<file path="config.mk">
export PLATFORM = sky130hd
export DESIGN_NAME = numeric_literal_parser
export DESIGN_NICKNAME = d
export VERILOG_FILES = /design/src/hdl/nlp_pkg.sv /design/src/hdl/numeric_literal_parser.sv /design/src/hdl/nlp_digit_unit.sv
export SDC_FILE = /design/constraint.sdc
export NUM_CORES = 1
export LEC_CHECK = 0
export BUFFER_PORTS_ARGS = -buffer_cell sky130_fd_sc_hd__buf_2
export CAP_MARGIN = 20
export CELL_PAD_IN_SITES_DETAIL_PLACEMENT = 0
export CELL_PAD_IN_SITES_GLOBAL_PLACEMENT = 1
export CORE_MARGIN = 2
export CORE_UTILIZATION = 26
export CTS_BUF_LIST = sky130_fd_sc_hd__clkbuf_4 sky130_fd_sc_hd__clkbuf_8
export DETAILED_ROUTE_END_ITERATION = 8
export PLACE_DENSITY = 0.59
export SYNTH_ARGS = -nofsm -noshare
export SYNTH_HDL_FRONTEND = slang
export SYNTH_SLANG_ARGS = --single-unit
</file>
<file path="constraint.sdc">
create_clock -name aclk -period 6.8 [get_ports aclk]
set_clock_uncertainty 0.1 [all_clocks]
set_input_delay 1.7 -clock aclk [delete_from_list [all_inputs] [get_ports aclk]]
set_output_delay 1.7 -clock aclk [all_outputs]
set_load 0.005 [all_outputs]
</file>
<file path="src/hdl/nlp_pkg.sv">
// Shared types, constants and helpers for the numeric literal parser.
package nlp_pkg;

    localparam int VALUE_WIDTH = 64;
    localparam int OUT_WIDTH   = 64;
    localparam int WORTH_WIDTH = 5;

    localparam logic [7:0] CH_MINUS = 8'h2d;
    localparam logic [7:0] CH_ZERO  = 8'h30;
    localparam logic [7:0] CH_X     = 8'h78;
    localparam logic [7:0] CH_B     = 8'h62;

    localparam logic [WORTH_WIDTH-1:0] NOT_A_DIGIT = 5'd16;

    typedef logic [VALUE_WIDTH-1:0] accum_t;

    typedef enum logic [1:0] {
        PH_START  = 2'd0,
        PH_FIRST  = 2'd1,
        PH_ZERO   = 2'd2,
        PH_DIGITS = 2'd3
    } phase_t;

    typedef enum logic [1:0] {
        RX_DEC = 2'd0,
        RX_HEX = 2'd1,
        RX_OCT = 2'd2,
        RX_BIN = 2'd3
    } radix_t;

    typedef struct packed {
        logic [7:0] ch;
        logic       last;
    } in_beat_t;

    typedef struct packed {
        logic signed [OUT_WIDTH-1:0] value;
        logic                        bad_char;
    } out_beat_t;

    function automatic logic [WORTH_WIDTH-1:0] digit_worth(input logic [7:0] c);
        logic [WORTH_WIDTH-1:0] w;
        begin
            w = NOT_A_DIGIT;
            if (c >= 8'h30 && c <= 8'h39) begin
                w = WORTH_WIDTH'(c - 8'h30);
            end else if (c >= 8'h61 && c <= 8'h66) begin
                w = WORTH_WIDTH'(c - 8'h57);
            end else if (c >= 8'h41 && c <= 8'h46) begin
                w = WORTH_WIDTH'(c - 8'h37);
            end
            return w;
        end
    endfunction

endpackage

</file>
<file path="src/hdl/numeric_literal_parser.sv">
// Top level of the numeric literal parser.
//
// The input channel carries one ASCII character per beat, with last marking
// the final character of a literal. On the last beat the block returns one
// result beat holding the signed 64-bit value and a bad character flag.
// A leading minus negates the value; 0x selects hex, 0b binary, a leading
// 0 octal, and anything else decimal. An illegal character forces the value
// to zero and sets the flag.
//
// Throughput is one character per cycle unless a last beat waits for the
// result register. An accepted beat is held in an input register while the
// accumulator takes its digit; a last beat's result then goes to the result
// register. The accumulator recurrence, a radix shift-add, sets this rate.
//
// Reset empties the input and result registers and returns the parser to
// the start of a literal. When the receiver stalls, the result beat holds in
// the result register; character beats keep flowing until another last beat
// arrives, which then waits in the input register and stalls the sender.
module numeric_literal_parser import nlp_pkg::*; (
    input  logic      aclk,
    input  logic      aresetn,
    input  logic      s_valid,
    output logic      s_ready,
    input  in_beat_t  s_data,
    output logic      m_valid,
    input  logic      m_ready,
    output out_beat_t m_data
);

    logic      in_vld_reg;
    in_beat_t  in_beat_reg;
    logic      m_vld_reg;
    out_beat_t m_data_reg;

    phase_t phase_reg, phase_next;
    logic   neg_reg, neg_next;
    radix_t radix_reg, radix_next;
    accum_t acc_reg, acc_next;
    logic   err_reg, err_next;

    logic      out_free;
    logic      step;
    logic      take;
    radix_t    radix_eff;
    accum_t    digit_acc;
    logic      digit_legal;
    out_beat_t result;

    assign out_free = !m_vld_reg || m_ready;
    assign step     = in_vld_reg && (!in_beat_reg.last || out_free);
    assign s_ready  = !in_vld_reg || step;
    assign m_valid  = m_vld_reg;
    assign m_data   = m_data_reg;

    assign radix_eff = (phase_reg == PH_DIGITS) ? radix_reg :
                       (phase_reg == PH_ZERO)   ? RX_OCT    : RX_DEC;

    nlp_digit_unit u_digit (
        .acc_in   (acc_reg),
        .radix    (radix_eff),
        .negative (neg_reg),
        .ch       (in_beat_reg.ch),
        .acc_out  (digit_acc),
        .legal    (digit_legal)
    );

    always_comb begin
        phase_next = phase_reg;
        neg_next   = neg_reg;
        radix_next = radix_reg;
        acc_next   = acc_reg;
        err_next   = err_reg;
        take       = 1'b0;
        if (step) begin
            unique case (phase_reg) inside
                PH_START, PH_FIRST: begin
                    if (phase_reg == PH_START && in_beat_reg.ch == CH_MINUS) begin
                        neg_next   = 1'b1;
                        phase_next = PH_FIRST;
                    end else if (in_beat_reg.ch == CH_ZERO) begin
                        radix_next = RX_OCT;
                        acc_next   = '0;
                        phase_next = PH_ZERO;
                    end else begin
                        radix_next = RX_DEC;
                        phase_next = PH_DIGITS;
                        take       = 1'b1;
                    end
                end
                PH_ZERO: begin
                    phase_next = PH_DIGITS;
                    if (in_beat_reg.ch == CH_X) begin
                        radix_next = RX_HEX;
                    end else if (in_beat_reg.ch == CH_B) begin
                        radix_next = RX_BIN;
                    end else begin
                        radix_next = RX_OCT;
                        take       = 1'b1;
                    end
                end
                default: begin
                    take = 1'b1;
                end
            endcase
            if (take && !err_reg) begin
                if (digit_legal) begin
                    acc_next = digit_acc;
                end else begin
                    err_next = 1'b1;
                    acc_next = '0;
                end
            end
        end

        result.value    = OUT_WIDTH'($signed(acc_next));
        result.bad_char = err_next;

        if (step && in_beat_reg.last) begin
            phase_next = PH_START;
            neg_next   = 1'b0;
            radix_next = RX_DEC;
            acc_next   = '0;
            err_next   = 1'b0;
        end
    end

    always_ff @(posedge aclk) begin
        if (!aresetn) begin
            in_vld_reg <= 1'b0;
            m_vld_reg  <= 1'b0;
            phase_reg  <= PH_START;
            neg_reg    <= 1'b0;
            radix_reg  <= RX_DEC;
            acc_reg    <= '0;
            err_reg    <= 1'b0;
        end else begin
            if (s_ready) begin
                in_vld_reg <= s_valid;
            end
            if (step && in_beat_reg.last) begin
                m_vld_reg <= 1'b1;
            end else if (m_ready) begin
                m_vld_reg <= 1'b0;
            end
            phase_reg <= phase_next;
            neg_reg   <= neg_next;
            radix_reg <= radix_next;
            acc_reg   <= acc_next;
            err_reg   <= err_next;
        end
    end

    always_ff @(posedge aclk) begin
        if (s_valid && s_ready) begin
            in_beat_reg <= s_data;
        end
        if (step && in_beat_reg.last) begin
            m_data_reg <= result;
        end
    end

endmodule

</file>
<file path="src/hdl/nlp_digit_unit.sv">
// Digit decode and accumulator update for one character in the selected radix.
module nlp_digit_unit import nlp_pkg::*; (
    input  accum_t     acc_in,
    input  radix_t     radix,
    input  logic       negative,
    input  logic [7:0] ch,
    output accum_t     acc_out,
    output logic       legal
);

    logic [WORTH_WIDTH-1:0] worth;
    accum_t                 scaled;
    accum_t                 digit;

    assign worth = digit_worth(ch);
    assign digit = VALUE_WIDTH'(worth[3:0]);

    always_comb begin
        unique case (radix)
            RX_DEC: begin
                legal  = (worth < WORTH_WIDTH'(10));
                scaled = (acc_in << 3) + (acc_in << 1);
            end
            RX_HEX: begin
                legal  = (worth < WORTH_WIDTH'(16));
                scaled = acc_in << 4;
            end
            RX_OCT: begin
                legal  = (worth < WORTH_WIDTH'(8));
                scaled = acc_in << 3;
            end
            default: begin
                legal  = (worth < WORTH_WIDTH'(2));
                scaled = acc_in << 1;
            end
        endcase
    end

    // A negative literal accumulates its value already negated.
    assign acc_out = negative ? (scaled - digit) : (scaled + digit);

endmodule

</file>
==> After elaboration in Yosys (flattened, before gate mapping) <==
Index checks and enable logic that the tools add are counted.
{ "word_totals": {"reg_bits": 146, "out_inout_bits": 67, "wordCells": 95} }
{ "op_classes": {"add_sub_neg": 6, "n_lt_le_gt_ge": 10, "n_eq_ne": 10, "mux": 33, "bitwise": 1, "reduce_logical": 24} }
{ "ops": {"columns": ["op", "count"], "rows": [
  ["64-bit 2-to-1 mux", 7],
  ["64-bit case mux with 3 select lines", 1],
  ["64-bit by 4-bit adder with 64-bit output", 1],
  ["64-bit adder", 1],
  ["64-bit by 4-bit subtractor with 64-bit output", 1],
  ["8-bit by 6-bit == test with 1-bit output (second input constant)", 2],
  ["8-bit by 7-bit == test with 1-bit output (second input constant)", 2],
  ["8-bit by 7-bit >= comparator with 1-bit output (second input constant)", 2],
  ["8-bit by 7-bit <= comparator with 1-bit output (second input constant)", 2],
  ["5-bit 2-to-1 mux", 3],
  ["5-bit subtractor (second input constant)", 3],
  ["1-bit 2-to-1 mux", 12],
  ["2-bit 2-to-1 mux", 6],
  ["5-bit by 4-bit < comparator with 1-bit output (second input constant)", 2],
  ["8-bit by 6-bit >= comparator with 1-bit output (second input constant)", 1],
  ["8-bit by 6-bit <= comparator with 1-bit output (second input constant)", 1],
  ["1-bit logical AND", 8],
  ["2-bit case mux with 2 select lines", 2],
  ["2-bit == test (second input constant)", 3],
  ["3-bit AND reduction", 2],
  ["5-bit by 2-bit < comparator with 1-bit output (second input constant)", 1],
  ["5-bit < comparator (second input constant)", 1],
  ["2-bit by 1-bit == test with 1-bit output (second input constant)", 2],
  ["1-bit logical NOT", 4],
  ["9 further kinds", 14]
]} }

==> Logic depth before layout (Yosys ltp) <==
{ "depth": {"ltp_word": 10, "mapped_depth": 24} }

==> By module <==
From an unflattened synthesis, not the netlist that was laid out.
{ "hier_totals": {"cells_unflattened": 1535, "area_unflattened_um2": 14352.5} }
{ "by_module_without_submodules": {"columns": ["mod", "n_inst", "cells_each", "area_each_um2", "seq_area_each_um2"], "rows": [
  ["nlp_digit_unit", 1, 1181, 8937.3, 0.0],
  ["numeric_literal_parser", 1, 354, 5415.2, 3663.5]
]} }

==> Least setup slack after synthesis <==
No wires, ideal clock.
{ "synth_path": {"path_kind": "register to register", "start": "register acc_reg[3]", "end": "register m_data_reg (netlist bit m_data[59]) (data pin)", "setup_time_ns": 0.257, "arrival_time_ns": 5.130, "required_ns": 6.443, "path_slack_ns": 1.314, "path_stages_with_launch": 23, "n_path_buf": 1, "path_cell_list": "dfxtp_1 -> ha_1 -> a211oi_1 -> o21bai_1 -> o21ai_0 -> o221ai_1 -> a221oi_1 -> o31ai_1 -> a31oi_1 -> o21ai_0 -> xor2_1 -> o221a_2 -> ha_1 -> clkbuf_1 -> nand4_1 -> inv_1 -> nand2_1 -> or4_1 -> o32a_1 -> a211o_1 -> a21oi_1 -> o21ai_0 -> a32o_1"} }
{ "synth_rtl": {"columns": ["element", "line_no", "source"], "rows": [
  ["from (decl)", "numeric_literal_parser.sv:38", "accum_t acc_reg, acc_next;"],
  ["from (signal assigned)", "numeric_literal_parser.sv:148", "acc_reg <= acc_next;"],
  ["to (signal assigned)", "numeric_literal_parser.sv:158", "m_data_reg <= result;"],
  ["to (decl)", "numeric_literal_parser.sv:33", "out_beat_t m_data_reg;"]
]} }

==> summary by stage <==
Clock tree
The number of buffers created by CTS is 17. The total number of H-tree levels is 4. Once the clock tree was built, the setup fixing pass inserted 0 buffers. Clock-pin slew was measured on the worst setup and hold paths at 0.11 ns. The clock passes through at most 2 buffers. The root buffer cell chosen for the clock tree is clkbuf_8. The clock tree from TritonCTS is done. The number of clock sinks is 146. The insertion delay of the later-clocked pin in the worst-skew pair is 0.57 ns.

Die
The floorplan step set the die height to 239 um. The number of cell rows is 86. 80 I/O pins were placed. The horizontal die dimension is 239 um. The initial core utilization is 26.2%.

The floorplan step defined a die boundary enclosing 57,200 um2. The total core area is 54,900 um2.

Global routing
The number of global-route vias before repair is 13,800. The total overflow left after global routing is 0. The first global-routing pass estimated 81.7 mm of wire. The combined global-route utilization of all metal layers is 18.5%.

The initial antenna violation count is 2. Entering global routing, the biggest net connects 65 pins.

Layout
The final non-filler cell area is 16,000 um2. The filler cells instantiated in the layout total 5,965. The final cell count without fillers is 2,596.

The register with the most flip-flops in the layout has 65 of them. Of the cells placed in the final design, the portion with a size suffix greater than 1 is 10.6%. Cells fill 29.2% of the core in the end.

At the end of the flow, the number of nets in the layout was 2,021. The signed area change from the synthesized netlist to the final layout is 11.4%.

Drt
The post-route antenna net violation count is 0. The routed via count is 14,300. The iteration count of the initial detailed-routing pass is 6. The total routed wirelength is 52.6 mm. The number of design-rule violations left by the first detailed-router iteration is 1,198. In the final routed layout, each cell accounts on average for 20.3 um. The average vias per placed instance is 5.50. After detailed routing, the number of remaining DRC violations is 0.

STA
The worst relative slew slack is 33.9%. The number of max-slew violations in the final report was 0. Derived from the worst setup path, the maximum achievable clock frequency is 156 MHz. The number of hold violations in the final report is 0. Setup repair after global routing left no endpoint under its margin. Dividing the final minimum period by the clock period gives 94.3%. For the pin with the worst max-slew slack, the measured transition is 0.987 ns. Setup violations remaining at the end of the flow were counted as 0. The aggregate negative setup slack is 0 ns. For the finished layout, the period the worst path requires is 6.41 ns.

Synth
Summing every instance area after synthesis gives 14,400 um2. The number of synthesized register bits is 146. By area, the combinational part of the netlist is dominated by compound AO/OA/AOI/OAI gates.

Of the total synthesized cell area, the portion taken by AND, OR, NAND and NOR gates is 19.7%. The multiplexer area fraction after synthesis is 0.366%. The number of nets in the synthesized netlist is 1,990.

The mean instance size in the synthesized netlist is 7.78 um2. The synthesized netlist devotes 6.57% of its cell area to XOR and XNOR gates. The most used flip-flop cell after synthesis is edfxtp_1. The fraction of the mapped netlist area in compound gates is 32.2%. Summed over its instances, the top area cell type makes up 15.5% of the synthesized netlist area.

The number of warnings reported in the yosys synthesis log is 0. The netlist uses 89 different library cells. The largest total area in the synthesized netlist belongs to edfxtp_1.

Yosys attributes the largest share of cell area to edfxtp_1 15%, ha_1 11%, dfxtp_1 10%. Of the total synthesized cell area, the portion taken by full adders, half adders and majority gates is 11.4%. Summing the sequential cell areas from Yosys gives 25.5% of the chip area. The cell count after synthesis is 1,847. The async set or reset register ratio after synthesis is 0%. In this run, synthesis inferred 74 flip-flops with an integrated enable.

Pwr
The post-layout total power is 2.52 mW. The power density relative to cell area is 157 nW/um2. The leakage power is 6.74 nW. The maximum VDD drop is 0.122 mV.

Worst setup path
The kind of launch point of the worst setup path is a flop. The arrival time of the worst setup path is 6.65 ns. The slowest library cell on the worst path is or4_1. The worst setup path is of the reg -> reg kind. Data on the critical path is required at its endpoint by 7.04 ns. The worst setup path is captured at a flop.

The largest fanout on the critical path is 9. Traced cell by cell, the critical path runs through ha_1, fa_1, a211oi_1, nor2_1, a2111o_1, a21oi_1, o21ai_0, a21o_1, a21oi_1, xnor2_1, nand2_1, a31oi_1, ha_1, nand4_1, or4_1, nand2b_1, a211oi_2, nor3_2, o41ai_4, a21bo_1, a31oi_1, xnor2_1, a22o_1. The delay of the slowest cell on the worst path is 0.59 ns.

Placement
The wire-length estimate of the detail-placed layout is 39.6 mm. The weighted congestion reported at the end of routability-driven placement is 0.891. Counting tap cells, the placed design contains a total of 2,563 instances. The quantity of I/O buffers inserted on ports is 79. In this run the cell area measured after placement is 15,600 um2.

Run status
The flow ran to the end, and the final reports show no timing, DRC or antenna violations.

Run
The max-cap check violation count is 0.

Min path
The min-delay analysis places its worst path in the category reg -> reg.
## critical path, delay by kind of cell (launching register included)
kind | cells | cell delay, ns
AOI/OAI and AO/OA | 12 | 3.03
xor gates and xnor gates | 2 | 0.32
adders and majority gates | 3 | 1.02
DFF | 1 | 0.38
and+or+nand+nor | 6 | 1.34
## cell usage after synthesis, types with 47 or more instances
library cell  instances
a21o_1               64
a21oi_1             167
a22o_1               47
a31oi_1              52
clkbuf_1             82
dfxtp_1              72
edfxtp_1             74
ha_1                128
nand2_1             235
nor2_1              146
nor2b_1              51
o21ai_0             168
xnor2_1              65
## cells by family after synthesis
kind of cell | Yosys count
muxes | 5
AOI/OAI and AO/OA | 703
adders and majority gates | 130
xor gates and xnor gates | 106
and+or+nand+nor | 604
buffers and inverters | 153
DFF | 146
## stage by stage
| step | setup WS (ns) | hold WS [ns] |
|---|---|---|
| floorplan | 1.31 | 0.343 |
| global placement | 0.430 | 0.358 |
| detailed placement | 0.386 | 0.362 |
| CTS | 0.345 | 0.396 |
| global route | 0.0187 | 0.417 |
| finish | 0.386 | 0.397 |
## per-layer routing
metal	share of wire [%]	global-route usage, %	wire length [um]
met5	0	0	0
met4	1.9	4.98	1010
met3	4.8	3.34	2520
met2	46	29.9	24100
met1	47	25.1	25000
## report_power, final
group / internal (mW) / switching [mW]
Sequential: 0.945 / 0.0216
Clock: 0.344 / 0.443
Combinational: 0.268 / 0.496
## cells in the final DEF (no fill, tap or decap), drive strengths merged, types with 17 or more instances in the layout
master,n
a22o,47
edfxtp,74
dfxtp,72
o21bai,29
xor2,40
nand4,38
buf,122
nand2,235
o21a,24
nor2b,51
inv,51
xnor2,65
nand3,25
ha,128
nor3,21
a21oi,171
clkbuf,17
o21ai,177
a31oi,54
nor2,146
a21o,64
and3,23
## worst paths after layout
check         startpoint     endpoint  slack (ns)  cells past startpoint
max           acc_reg[2]   m_data[50]        0.39                     23
min          acc_reg[63]  acc_reg[63]        0.40                      1
max reg2reg   acc_reg[2]   m_data[50]        0.39                     23
min reg2reg  acc_reg[63]  acc_reg[63]        0.40                      1
## final cells by class
| cell class | instances | area [um2] | share of cell area, % |
|---|---|---|---|
| Clock inverter | 15 | 188 | 1.17 |
| Clock buffer | 17 | 234 | 1.46 |
| Multi-Input combinational cell | 1548 | 10200 | 63.5 |
| Inverter | 43 | 163 | 1.02 |
| Sequential cell | 146 | 3660 | 22.9 |
| Tap cell | 704 | 881 | 5.50 |
| Antenna cell | 1 | 2.50 | 0.0156 |
| Timing Repair Buffer | 122 | 718 | 4.48 |
## timing repair
action                                  CTS  global route
endpoints found under the setup margin    0             1
hold endpoints to repair                  0             0
hold buffers                              0             0
gates resized for setup                   0             1
Note: power is estimated with default switching activity, not from simulation.
